<file path="config.mk">
export PLATFORM = sky130hd
export DESIGN_NAME = joint_velocity_kalman_filter
export DESIGN_NICKNAME = d
export VERILOG_FILES = /design/src/rtl/jvkf_pkg.sv /design/src/rtl/joint_velocity_kalman_filter.sv
export SDC_FILE = /design/constraint.sdc
export NUM_CORES = 2
export LEC_CHECK = 0
export ABC_AREA = 1
export BUFFER_PORTS_ARGS = -buffer_cell sky130_fd_sc_hd__buf_2
export CAP_MARGIN = 20
export CORE_MARGIN = 3
export CORE_UTILIZATION = 50
export DETAILED_ROUTE_END_ITERATION = 6
export HOLD_SLACK_MARGIN = 0.05
export PLACE_DENSITY = 0.66
export SLEW_MARGIN = 20
export SYNTH_ARGS = -nofsm -noshare
export SYNTH_HDL_FRONTEND = slang
export SYNTH_SLANG_ARGS = --single-unit
</file>
<file path="constraint.sdc">
create_clock -name i_clk -period 9.63 [get_ports i_clk]
set_input_delay 1.4445 -clock i_clk [delete_from_list [all_inputs] [get_ports i_clk]]
set_output_delay 1.4445 -clock i_clk [all_outputs]
set_load 0.01 [all_outputs]
</file>
<file path="src/rtl/jvkf_pkg.sv">
// ----------------------------------------------------------------------------
// jvkf_pkg: shared constants for the joint velocity Kalman filter
// Field widths, register indexes, reset values and sequencer sizes.
// ----------------------------------------------------------------------------
package jvkf_pkg;

    localparam int JVKF_NUM_JOINTS = 8;

    localparam int JOINT_W = 3;
    localparam int VEL_W   = 32;
    localparam int COV_W   = 32;
    localparam int GAIN_W  = 16;
    localparam int CFG_W   = 32;
    localparam int CFG_IDX_W = 2;

    // configuration register indexes
    localparam logic [CFG_IDX_W-1:0] CFG_PROCESS_NOISE      = 2'd0;
    localparam logic [CFG_IDX_W-1:0] CFG_MEASUREMENT_NOISE  = 2'd1;
    localparam logic [CFG_IDX_W-1:0] CFG_INITIAL_COVARIANCE = 2'd2;

    localparam logic [CFG_W-1:0] PN_RESET = 32'd17180;
    localparam logic [CFG_W-1:0] MN_RESET = 32'd429497;
    localparam logic [CFG_W-1:0] IC_RESET = 32'd429497;

    // one integer quotient bit plus sixteen fraction bits
    localparam int DIV_STEPS = GAIN_W + 1;
    localparam int CNT_W     = $clog2(DIV_STEPS + 1);

    localparam logic [GAIN_W-1:0] GAIN_MAX = {GAIN_W{1'b1}};

endpackage

</file>
<file path="src/rtl/joint_velocity_kalman_filter.sv">
// ----------------------------------------------------------------------------
// joint_velocity_kalman_filter: per-joint scalar Kalman filter
// Keeps an estimate and an error covariance per joint, forms the gain
// P/(P+R) with a restoring divider and updates both with one shared multiplier.
// ----------------------------------------------------------------------------
//  channel  | direction | handshake                 | payload
//  ---------+-----------+---------------------------+-------------------------------
//  in       | input     | i_in_valid / o_in_stall   | joint, measured_velocity
//  out      | output    | o_out_valid / i_out_stall | joint_out, filtered_velocity, gain
//  cfg      | input     | i_cfg_we                  | i_cfg_idx, i_cfg_data
//
//  An item passes through load, 17 divider steps, gain, two multiplies,
//  update and result, in that order, from accept onward.
//  An out-of-range joint goes straight to the result step and leaves the state alone.
//  Reset clears all estimates and loads every covariance with IC_RESET.
//  A stalled result holds in the output register; the next word is taken
//  meanwhile and its result waits in the final step until the register frees.
// ----------------------------------------------------------------------------
module joint_velocity_kalman_filter
    import jvkf_pkg::*;
#(
    parameter int NUM_JOINTS = JVKF_NUM_JOINTS
) (
    input  logic                     i_clk,
    input  logic                     i_rst_n,
    input  logic                     i_in_valid,
    output logic                     o_in_stall,
    input  logic [JOINT_W-1:0]       i_joint,
    input  logic signed [VEL_W-1:0]  i_measured_velocity,
    output logic                     o_out_valid,
    input  logic                     i_out_stall,
    output logic [JOINT_W-1:0]       o_joint_out,
    output logic signed [VEL_W-1:0]  o_filtered_velocity,
    output logic [GAIN_W-1:0]        o_gain,
    input  logic                     i_cfg_we,
    input  logic [CFG_IDX_W-1:0]     i_cfg_idx,
    input  logic [CFG_W-1:0]         i_cfg_data
);

    localparam int IDX_W   = (NUM_JOINTS > 1) ? $clog2(NUM_JOINTS) : 1;
    localparam int RANGE_W = $clog2(NUM_JOINTS + 1) + JOINT_W;
    localparam int SUM_W   = COV_W + 1;
    localparam int REM_W   = COV_W + 2;
    localparam int DIFF_W  = VEL_W + 1;
    localparam int PROD_W  = DIFF_W + GAIN_W + 1;
    localparam int XS_W    = VEL_W + 2;

    localparam logic [2:0] S_IDLE = 3'd0;
    localparam logic [2:0] S_LOAD = 3'd1;
    localparam logic [2:0] S_DIV  = 3'd2;
    localparam logic [2:0] S_GAIN = 3'd3;
    localparam logic [2:0] S_MUL1 = 3'd4;
    localparam logic [2:0] S_MUL2 = 3'd5;
    localparam logic [2:0] S_COV  = 3'd6;
    localparam logic [2:0] S_DONE = 3'd7;

    logic [2:0]               r_state, n_state;
    logic [CFG_W-1:0]         r_process_noise, r_measurement_noise;
    logic signed [VEL_W-1:0]  r_estimate [NUM_JOINTS];
    logic [COV_W-1:0]         r_covariance [NUM_JOINTS];

    logic [JOINT_W-1:0]       r_joint;
    logic signed [VEL_W-1:0]  r_z;
    logic signed [VEL_W-1:0]  r_x;
    logic [COV_W-1:0]         r_p;
    logic [SUM_W-1:0]         r_sum;
    logic [REM_W-1:0]         r_rem;
    logic [DIV_STEPS-1:0]     r_q;
    logic [CNT_W-1:0]         r_cnt;
    logic [GAIN_W-1:0]        r_k;
    logic signed [DIFF_W-1:0] r_diff;
    logic signed [PROD_W-1:0] r_prod;
    logic signed [VEL_W-1:0]  r_xnew;

    logic                     r_out_valid;
    logic [JOINT_W-1:0]       r_out_joint;
    logic signed [VEL_W-1:0]  r_out_vel;
    logic [GAIN_W-1:0]        r_out_gain;

    logic [IDX_W-1:0]         idx;
    logic                     in_range;
    logic                     in_accept;
    logic                     out_free;
    logic                     div_ge;
    logic [REM_W-1:0]         div_rem;
    logic signed [DIFF_W-1:0] mul_a;
    logic signed [GAIN_W:0]   mul_b;
    logic signed [PROD_W-1:0] mul_p;
    logic signed [XS_W-1:0]   x_sum;
    logic signed [VEL_W-1:0]  x_sat;
    logic [SUM_W-1:0]         p_new;
    logic [COV_W-1:0]         p_sat;
    logic [GAIN_W-1:0]        k_sat;

    assign in_accept = i_in_valid && (r_state == S_IDLE);
    assign out_free  = !r_out_valid || !i_out_stall;
    assign idx       = IDX_W'(r_joint);
    assign in_range  = RANGE_W'(i_joint) < RANGE_W'(NUM_JOINTS);

    // restoring divider step: compare and subtract, then shift
    assign div_ge  = r_rem >= REM_W'(r_sum);
    assign div_rem = div_ge ? (r_rem - REM_W'(r_sum)) : r_rem;

    // gain saturates when the quotient reaches one; zero divisor gives zero
    always_comb begin
        if (r_sum == '0) begin
            k_sat = '0;
        end else if (r_q[DIV_STEPS-1]) begin
            k_sat = GAIN_MAX;
        end else begin
            k_sat = r_q[GAIN_W-1:0];
        end
    end

    // shared multiplier: (z - x) * K first, then P * K
    assign mul_a = (r_state == S_MUL1) ? r_diff : $signed({1'b0, r_p});
    assign mul_b = $signed({1'b0, r_k});
    assign mul_p = PROD_W'(mul_a * mul_b);

    // arithmetic shift floors toward minus infinity
    assign x_sum = XS_W'(r_x) + XS_W'(r_prod >>> GAIN_W);
    always_comb begin
        if (x_sum > XS_W'(32'sh7FFF_FFFF)) begin
            x_sat = 32'sh7FFF_FFFF;
        end else if (x_sum < -XS_W'(64'sh8000_0000)) begin
            x_sat = -32'sh8000_0000;
        end else begin
            x_sat = x_sum[VEL_W-1:0];
        end
    end

    assign p_new = SUM_W'(r_p) - SUM_W'(r_prod[GAIN_W +: COV_W]) + SUM_W'(r_process_noise);
    assign p_sat = p_new[COV_W] ? {COV_W{1'b1}} : p_new[COV_W-1:0];

    always_comb begin
        n_state = r_state;
        unique case (r_state)
            S_IDLE: begin
                if (i_in_valid) begin
                    n_state = in_range ? S_LOAD : S_DONE;
                end
            end
            S_LOAD: n_state = S_DIV;
            S_DIV: begin
                if (r_cnt == CNT_W'(DIV_STEPS - 1)) begin
                    n_state = S_GAIN;
                end
            end
            S_GAIN: n_state = S_MUL1;
            S_MUL1: n_state = S_MUL2;
            S_MUL2: n_state = S_COV;
            S_COV:  n_state = S_DONE;
            S_DONE: begin
                if (out_free) begin
                    n_state = S_IDLE;
                end
            end
            default: n_state = S_IDLE;
        endcase
    end

    always_ff @(posedge i_clk) begin
        if (!i_rst_n) begin
            r_state              <= S_IDLE;
            r_out_valid          <= 1'b0;
            r_process_noise      <= PN_RESET;
            r_measurement_noise  <= MN_RESET;
            for (int i = 0; i < NUM_JOINTS; i++) begin
                r_estimate[i]   <= '0;
                r_covariance[i] <= IC_RESET;
            end
        end else begin
            r_state <= n_state;

            if (i_cfg_we) begin
                unique case (i_cfg_idx)
                    CFG_PROCESS_NOISE:      r_process_noise      <= i_cfg_data;
                    CFG_MEASUREMENT_NOISE:  r_measurement_noise  <= i_cfg_data;
                    // covariance reloads only at reset, which restores IC_RESET
                    CFG_INITIAL_COVARIANCE: ;
                    default: ;
                endcase
            end

            if (r_state == S_COV) begin
                r_estimate[idx]   <= r_xnew;
                r_covariance[idx] <= p_sat;
            end

            if (r_state == S_DONE && out_free) begin
                r_out_valid <= 1'b1;
            end else if (!i_out_stall) begin
                r_out_valid <= 1'b0;
            end
        end
    end

    // datapath registers
    always_ff @(posedge i_clk) begin
        if (in_accept) begin
            r_joint <= i_joint;
            r_z     <= i_measured_velocity;
            r_k     <= '0;
            r_xnew  <= '0;
        end
        unique case (r_state)
            S_LOAD: begin
                r_p   <= r_covariance[idx];
                r_x   <= r_estimate[idx];
                r_sum <= SUM_W'(r_covariance[idx]) + SUM_W'(r_measurement_noise);
                r_rem <= REM_W'(r_covariance[idx]);
                r_q   <= '0;
                r_cnt <= '0;
            end
            S_DIV: begin
                r_rem  <= {div_rem[REM_W-2:0], 1'b0};
                r_q    <= {r_q[DIV_STEPS-2:0], div_ge};
                r_cnt  <= r_cnt + CNT_W'(1);
                r_diff <= DIFF_W'(r_z) - DIFF_W'(r_x);
            end
            S_GAIN: r_k    <= k_sat;
            S_MUL1: r_prod <= mul_p;
            S_MUL2: begin
                r_prod <= mul_p;
                r_xnew <= x_sat;
            end
            default: ;
        endcase
        if (r_state == S_DONE && out_free) begin
            r_out_joint <= r_joint;
            r_out_vel   <= r_xnew;
            r_out_gain  <= r_k;
        end
    end

    assign o_in_stall          = (r_state != S_IDLE);
    assign o_out_valid         = r_out_valid;
    assign o_joint_out         = r_out_joint;
    assign o_filtered_velocity = r_out_vel;
    assign o_gain              = r_out_gain;

endmodule

</file>
# After elaboration in Yosys (flattened, before gate mapping)
# Memories as Yosys holds them, arrays and structs flattened. A register that Yosys moved wholly into a read port is not among the register bits.
# Index checks and enable logic that the tools add are counted.
[word_totals] regBits=406 ramBits=512 input_bits=74 word_cells=93 memories=2
[mem_list] memory="r_covariance" words=8 word_bits=32 rd=1 rd_clocked_by_memory_dff=1 wr=8 line="joint_velocity_kalman_filter.sv:60" text="logic [COV_W-1:0] r_covariance [NUM_JOINTS];"
[mem_list] memory="r_estimate" words=8 word_bits=32 rd=1 rd_clocked_by_memory_dff=1 wr=8 line="joint_velocity_kalman_filter.sv:59" text="logic signed [VEL_W-1:0] r_estimate [NUM_JOINTS];"
[classes] addsub=7 multipliers=1 order_cmp=3 eq_ne=13 mux=31 n_reduce_logical=18
[op_table] cell="$mux 32" n=7
[op_table] cell="$pmux 34 s2" n=1
[op_table] cell="$mux 33" n=2
[op_table] cell="$sub 32x32->33" n=2
[op_table] cell="$mux 16" n=4
[op_table] cell="$reduce_or 32->1" n=2
[op_table] cell="$mul 33x17->50" n=1
[op_table] cell="$add 32x34->34" n=1
[op_table] cell="$ge 34x33->1" n=1
[op_table] cell="$gt 34x32->1 const B" n=1
[op_table] cell="$lt 34x32->1 const B" n=1
[op_table] cell="$pmux 17 s2" n=1
[op_table] cell="$add 32x32->33" n=1
[op_table] cell="$add 33x32->33" n=1
[op_table] cell="$logic_not 33->1" n=1
[op_table] cell="$sub 33x33->33" n=1
[op_table] cell="$pmux 3 s8" n=1
[op_table] cell="$mux 3" n=6
[op_table] cell="$eq 3x3->1 const B" n=4
[op_table] cell="$pmux 5 s2" n=1
[op_table] cell="$mux 1" n=8
[op_table] cell="$eq 3x2->1 const B" n=2
[op_table] cell="$ne 2x2->1 const B" n=3
[op_table] cell="$reduce_bool 2->1" n=3
[op_table] cell="other kinds (14)" n=17

# Depth between registers and ports, before layout
[depth] word_depth=6 depth_mapped=33 mapped_depth_nobuf=31

# Least setup slack after synthesis
# No wires, ideal clock.
[synth_timing] path_kind="flip-flop to flip-flop" start="reg r_state[0]" end="reg r_prod[36], data pin" setup_ps=252 arrival_ps=6157 required_time_ps=9378 slack_ps=3221 stages_incl_launch_ff=28 path_buffers=2 synth_period_minus_slack_ps=6409 cell_sequence="dfxtp_1 -> inv_1 -> ha_1 -> nand2_1 -> clkbuf_1 -> o21ai_0 -> inv_1 -> clkbuf_1 -> nand2_1 -> fa_1 -> fa_1 -> inv_1 -> fa_1 -> fa_1 -> fa_1 -> inv_1 -> fa_1 -> inv_1 -> ha_1 -> nand2_1 -> nor2_1 -> inv_1 -> nor4_1 -> nand2_1 -> nand3b_1 -> nand2_1 -> nand3_1 -> nand2_1"
[synth_between] elab_chain_cells=3
[synth_rtl] item="from (decl)" line="joint_velocity_kalman_filter.sv:57" text="logic [2:0] r_state, n_state;"
[synth_rtl] item="from (signal assigned)" line="joint_velocity_kalman_filter.sv:173" text="r_state <= n_state;"
[synth_rtl] item="$eq 3x3->1" line="joint_velocity_kalman_filter.sv:116" text="assign mul_a = (r_state == S_MUL1) ? r_diff : $signed({1'b0, r_p});"
[synth_rtl] item="$mux 33" line="joint_velocity_kalman_filter.sv:116"
[synth_rtl] item="$mul 33x17->50" line="joint_velocity_kalman_filter.sv:118" text="assign mul_p = PROD_W'(mul_a * mul_b);"
[synth_rtl] item="named net mul_p[36]" line="joint_velocity_kalman_filter.sv:88" text="logic signed [PROD_W-1:0] mul_p;"
[synth_rtl] item="to (signal assigned)" line="joint_velocity_kalman_filter.sv:222" text="S_MUL1: r_prod <= mul_p;"
[synth_rtl] item="to (signal assigned)" line="joint_velocity_kalman_filter.sv:224" text="r_prod <= mul_p;"
[synth_rtl] item="to (decl)" line="joint_velocity_kalman_filter.sv:72" text="logic signed [PROD_W-1:0] r_prod;"
# The timed path passes the listed nets, and every way through them passes these cells.
# A chain may end at the register's enable or synchronous reset.

# Final worst setup path
[layout_timing] start="reg r_state[2]" end="reg r_prod[40], data pin"
# The elaborated chain is that of the path after synthesis.

==> implementation parameters <==
Parameter                              Value

Routing
  Final wirelength ... 214000 µm
  Number of remaining DRC errors ... 0
  Via count normalized by instance count ... 5.62
  Detailed-route via count ... 52.0k
  ANT nets after route ... 0
  Pre-antenna DRT Iters ... 6
  Number of DRC markers in iteration 0 ... 5640
  Wirelength per Cell ... 23.1 µm

Yosys
  Number of library cell types mapped by synthesis ... 53
  Synthesized Nets ... 8249
  Share of synthesized flip-flops with an asynchronous set or reset ... 0%
  Syn Area/Cell ... 9.05 µm²
  Ys flop type ... sky130_fd_sc_hd__edfxtp_1
  Cell count after synthesis ... 7352
  Share of synthesized area occupied by flip-flops and latches ... 41.2%
  Netlist Area Pre-Place ... 0.0665 mm²
  EDFF count, synth ... 866
  FF+latch count, synth ... 937
  Yosys Warn Count ... 0

Global routing
  Global routing usage on met3 ... 5.11%
  Global routing usage on met2 ... 48.4%
  GRT busiest layer ... met2
  Number of antenna violations at the first check in global routing ... 6
  Vias in the first global route ... 52.0k
  Pin count of the biggest net entering global routing ... 101
  Grt met1 use ... 42.9%
  Global-route wire length before repair ... 320000 µm
  Total gr overflow ... 0
  Aggregate global-route resource usage ... 31.2%

Clocking
  Number of hold buffers added after CTS ... 0
  CTS H-tree depth ... 3
  Clock latency of the later-clocked register in the worst-skew pair ... 0.73 ns
  TritonCTS Sinks ... 937
  Buffers from clock root to sink, at most ... 3
  CTS tree ... done
  Clock slew at reported path FFs ... 0.06 ns
  TritonCTS buffer count ... 100
  Buffer cell driving the clock tree root ... sky130_fd_sc_hd__clkbuf_16
  Postcts setup bufs ... 0
  Total of cells resized after clock tree synthesis ... 0

Floorplan
  Initial standard-cell utilization of the core ... 50.5%
  Die Footprint ... 0.138 mm²
  Floorplan Core Area ... 0.132 mm²
  Std-Cell Rows ... 133
  Vertical die dimension ... 371 µm
  Die width ... 371 µm
  Number of I/O pins ... 127

Timing
  Unrepaired setup endpoints after global routing ... no
  Share of the clock period used by the worst path after layout ... 87.1%
  Time the worst path needs with I/O delays and setup ... 8.39 ns
  Final count of negative-setup-slack endpoints ... 0
  Number of hold-slack violations in the final timing report ... 0
  Max-slew violation total from the final report ... 0
  Maximum clock frequency ... 119 MHz
  Slew at the pin with the worst max-slew slack ... 1.12 ns
  Relative slew slack ... 25.1%
  Clock tree skew after final layout ... 0.0528 ns
  Total negative slack for setup checks ... 0 ns

Flow run
  # Max-Cap Violations ... 0

Cells and area
  Layout area overhead ... 9.05%
  Most frequent standard cell in the layout excluding fill and tap cells ... sky130_fd_sc_hd__nand2_1
  Final cell area excluding filler cells ... 0.0726 mm²
  Final cell count without fillers ... 9252
  Number of nets in the layout ... 8310
  ANT cells ... 0
  Commonest cells after routing, fill and taps aside ... sky130_fd_sc_hd__nand2_1 (1426), sky130_fd_sc_hd__inv_1 (1267), sky130_fd_sc_hd__nor2_1 (997), sky130_fd_sc_hd__edfxtp_1 (866), sky130_fd_sc_hd__fa_1 (537)
  Share of final-layout standard cells stronger than drive strength 1 ... 5.98%
  Final core area utilization ... 55.1%

Setup path
  Crit start category ... flop
  Critical Path RT ... 10.11 ns
  Maximum fanout along the worst path ... 34
  Ordered cell list for the critical path ... nand2_2, buf_4, o21ai_0, inv_1, nand2_1, fa_1, fa_1, fa_1, inv_1, fa_1, fa_1, inv_1, fa_1, inv_1, ha_1, nand2_1, nor2_1, inv_1, nor2_1, inv_1, nor4_1, nand3_1, nand3_1, xor2_1
  Arrival time reported for the critical path endpoint ... 8.86 ns
  Critical path capture point type ... flop
  Crit path max-delay cell type ... sky130_fd_sc_hd__o21ai_0
  Worst setup path class ... reg2reg
  Maximum single-stage delay on the critical path ... 0.75 ns

Place
  Gp weighted congestion ... 0.997
  Placement-stage cell area ... 0.0692 mm²
  Placed Cells ... 9065
  Number of port buffers ... 126
  HPWL after DPL ... 157000 µm

Worst hold path
  Type of the tightest min-delay check ... reg2reg

Run status
  Run status ... complete, no violations
==> layer usage <==
layer / part of all wire (%) / up-vias / wire length (µm)
met1: 41 / 25567 / 88100
met2: 45 / 2359 / 96000
met3: 8.8 / 348 / 18700
met5: 0.017 / - / 36
met4: 5.1 / 6 / 10900
li1: - / 23748 / -
==> final timing paths <==
| check | startpoint | end | slack (ns) | depth (start not counted) |
|---|---|---|---|---|
| setup / recovery | r_state[2]$_SDFFE_PN0P_ | r_prod[40]$_DFFE_PP_ | 1.24 | 24 |
| hold reg to reg | r_k[15]$_SDFFCE_PP0P_ | o_gain[15]$_DFFE_PP_ | 0.46 | 0 |
| hold / removal | r_k[15]$_SDFFCE_PP0P_ | o_gain[15]$_DFFE_PP_ | 0.46 | 0 |
| setup reg to reg | r_state[2]$_SDFFE_PN0P_ | r_prod[40]$_DFFE_PP_ | 1.24 | 24 |
==> cells in the mapped netlist, types with 19 or more instances <==
master / instances / area [µm²]
sky130_fd_sc_hd__o221ai_1: 32 / 280
sky130_fd_sc_hd__a221oi_1: 27 / 236
sky130_fd_sc_hd__inv_1: 1270 / 4770
sky130_fd_sc_hd__xor2_1: 104 / 911
sky130_fd_sc_hd__a22o_1: 23 / 201
sky130_fd_sc_hd__xnor2_1: 54 / 473
sky130_fd_sc_hd__edfxtp_1: 866 / 26000
sky130_fd_sc_hd__a22oi_1: 41 / 308
sky130_fd_sc_hd__nand2_1: 1436 / 5390
sky130_fd_sc_hd__nor3_1: 39 / 195
sky130_fd_sc_hd__o22ai_1: 32 / 200
sky130_fd_sc_hd__buf_1: 24 / 90.1
sky130_fd_sc_hd__nor2_1: 1005 / 3770
sky130_fd_sc_hd__nand3_1: 246 / 1230
sky130_fd_sc_hd__ha_1: 286 / 3580
sky130_fd_sc_hd__nand3b_1: 42 / 315
sky130_fd_sc_hd__o21a_1: 39 / 293
sky130_fd_sc_hd__clkbuf_1: 206 / 773
sky130_fd_sc_hd__o21ai_0: 327 / 1640
sky130_fd_sc_hd__nor4_1: 26 / 163
sky130_fd_sc_hd__buf_2: 19 / 95.1
sky130_fd_sc_hd__nand4_1: 50 / 313
sky130_fd_sc_hd__dfxtp_1: 71 / 1420
sky130_fd_sc_hd__fa_1: 537 / 10800
sky130_fd_sc_hd__o21bai_1: 35 / 263
sky130_fd_sc_hd__a21oi_1: 369 / 1850
==> flip-flops by register name, indices dropped and copies added (netlist names), 5 cells and up, named ones only <==
register             cells
r_estimate             256
o_gain                  16
r_prod                  34
r_z                     32
r_x                     32
r_p                     32
r_q                     17
r_sum                   33
r_k                     16
r_cnt                    5
r_rem                   34
r_xnew                  32
r_diff                  33
r_covariance           256
o_filtered_velocity     32
r_process_noise         32
r_measurement_noise     32
==> stage by stage <==
stage | hold slack, ns | setup slack (ns)
final | 0.457 | 1.24
after global routing | 0.465 | 0.816
after CTS | 0.457 | 0.990
after detailed placement | 0.442 | 1.03
after global placement | 0.436 | 1.28
after floorplan | 0.421 | 3.22
==> critical path, delay by kind of cell (launching register included) <==
kind,cells,cell delay (ns)
adder cells (fa/ha/maj),7,3.41
XOR/XNOR,1,0.34
AO/OA/AOI/OAI,1,0.75
AND/OR/NAND/NOR,8,1.78
flip-flops,1,0.62
buffers and inverters,7,1.19
==> area by class of cell <==
cell class | count | area (µm²)
tap | 1755 | 2200
timing repair buffer | 222 | 1370
inverter | 1285 | 4820
fill | 11937 | 59200
sequential | 937 | 27400
clock buffer | 116 | 2620
multi-input combinational | 4867 | 33400
clock inverter | 70 | 741
==> cell families (layout without fill, tap and decap cells) <==
family                     after synthesis  after routing  share of synthesized area, %
buffers and inverters                 1548           1693                          8.86
AOI/OAI and AO/OA                     1000           1000                          8.72
adders and majority gates              823            823                          21.5
and+or+nand+nor                       2886           2886                          17.6
DFF                                    937            937                          41.2
xor gates and xnor gates               158            158                          2.08
Power is not shown: default switching activity piles up to over one toggle a cycle in this logic, so the estimate is an artifact.
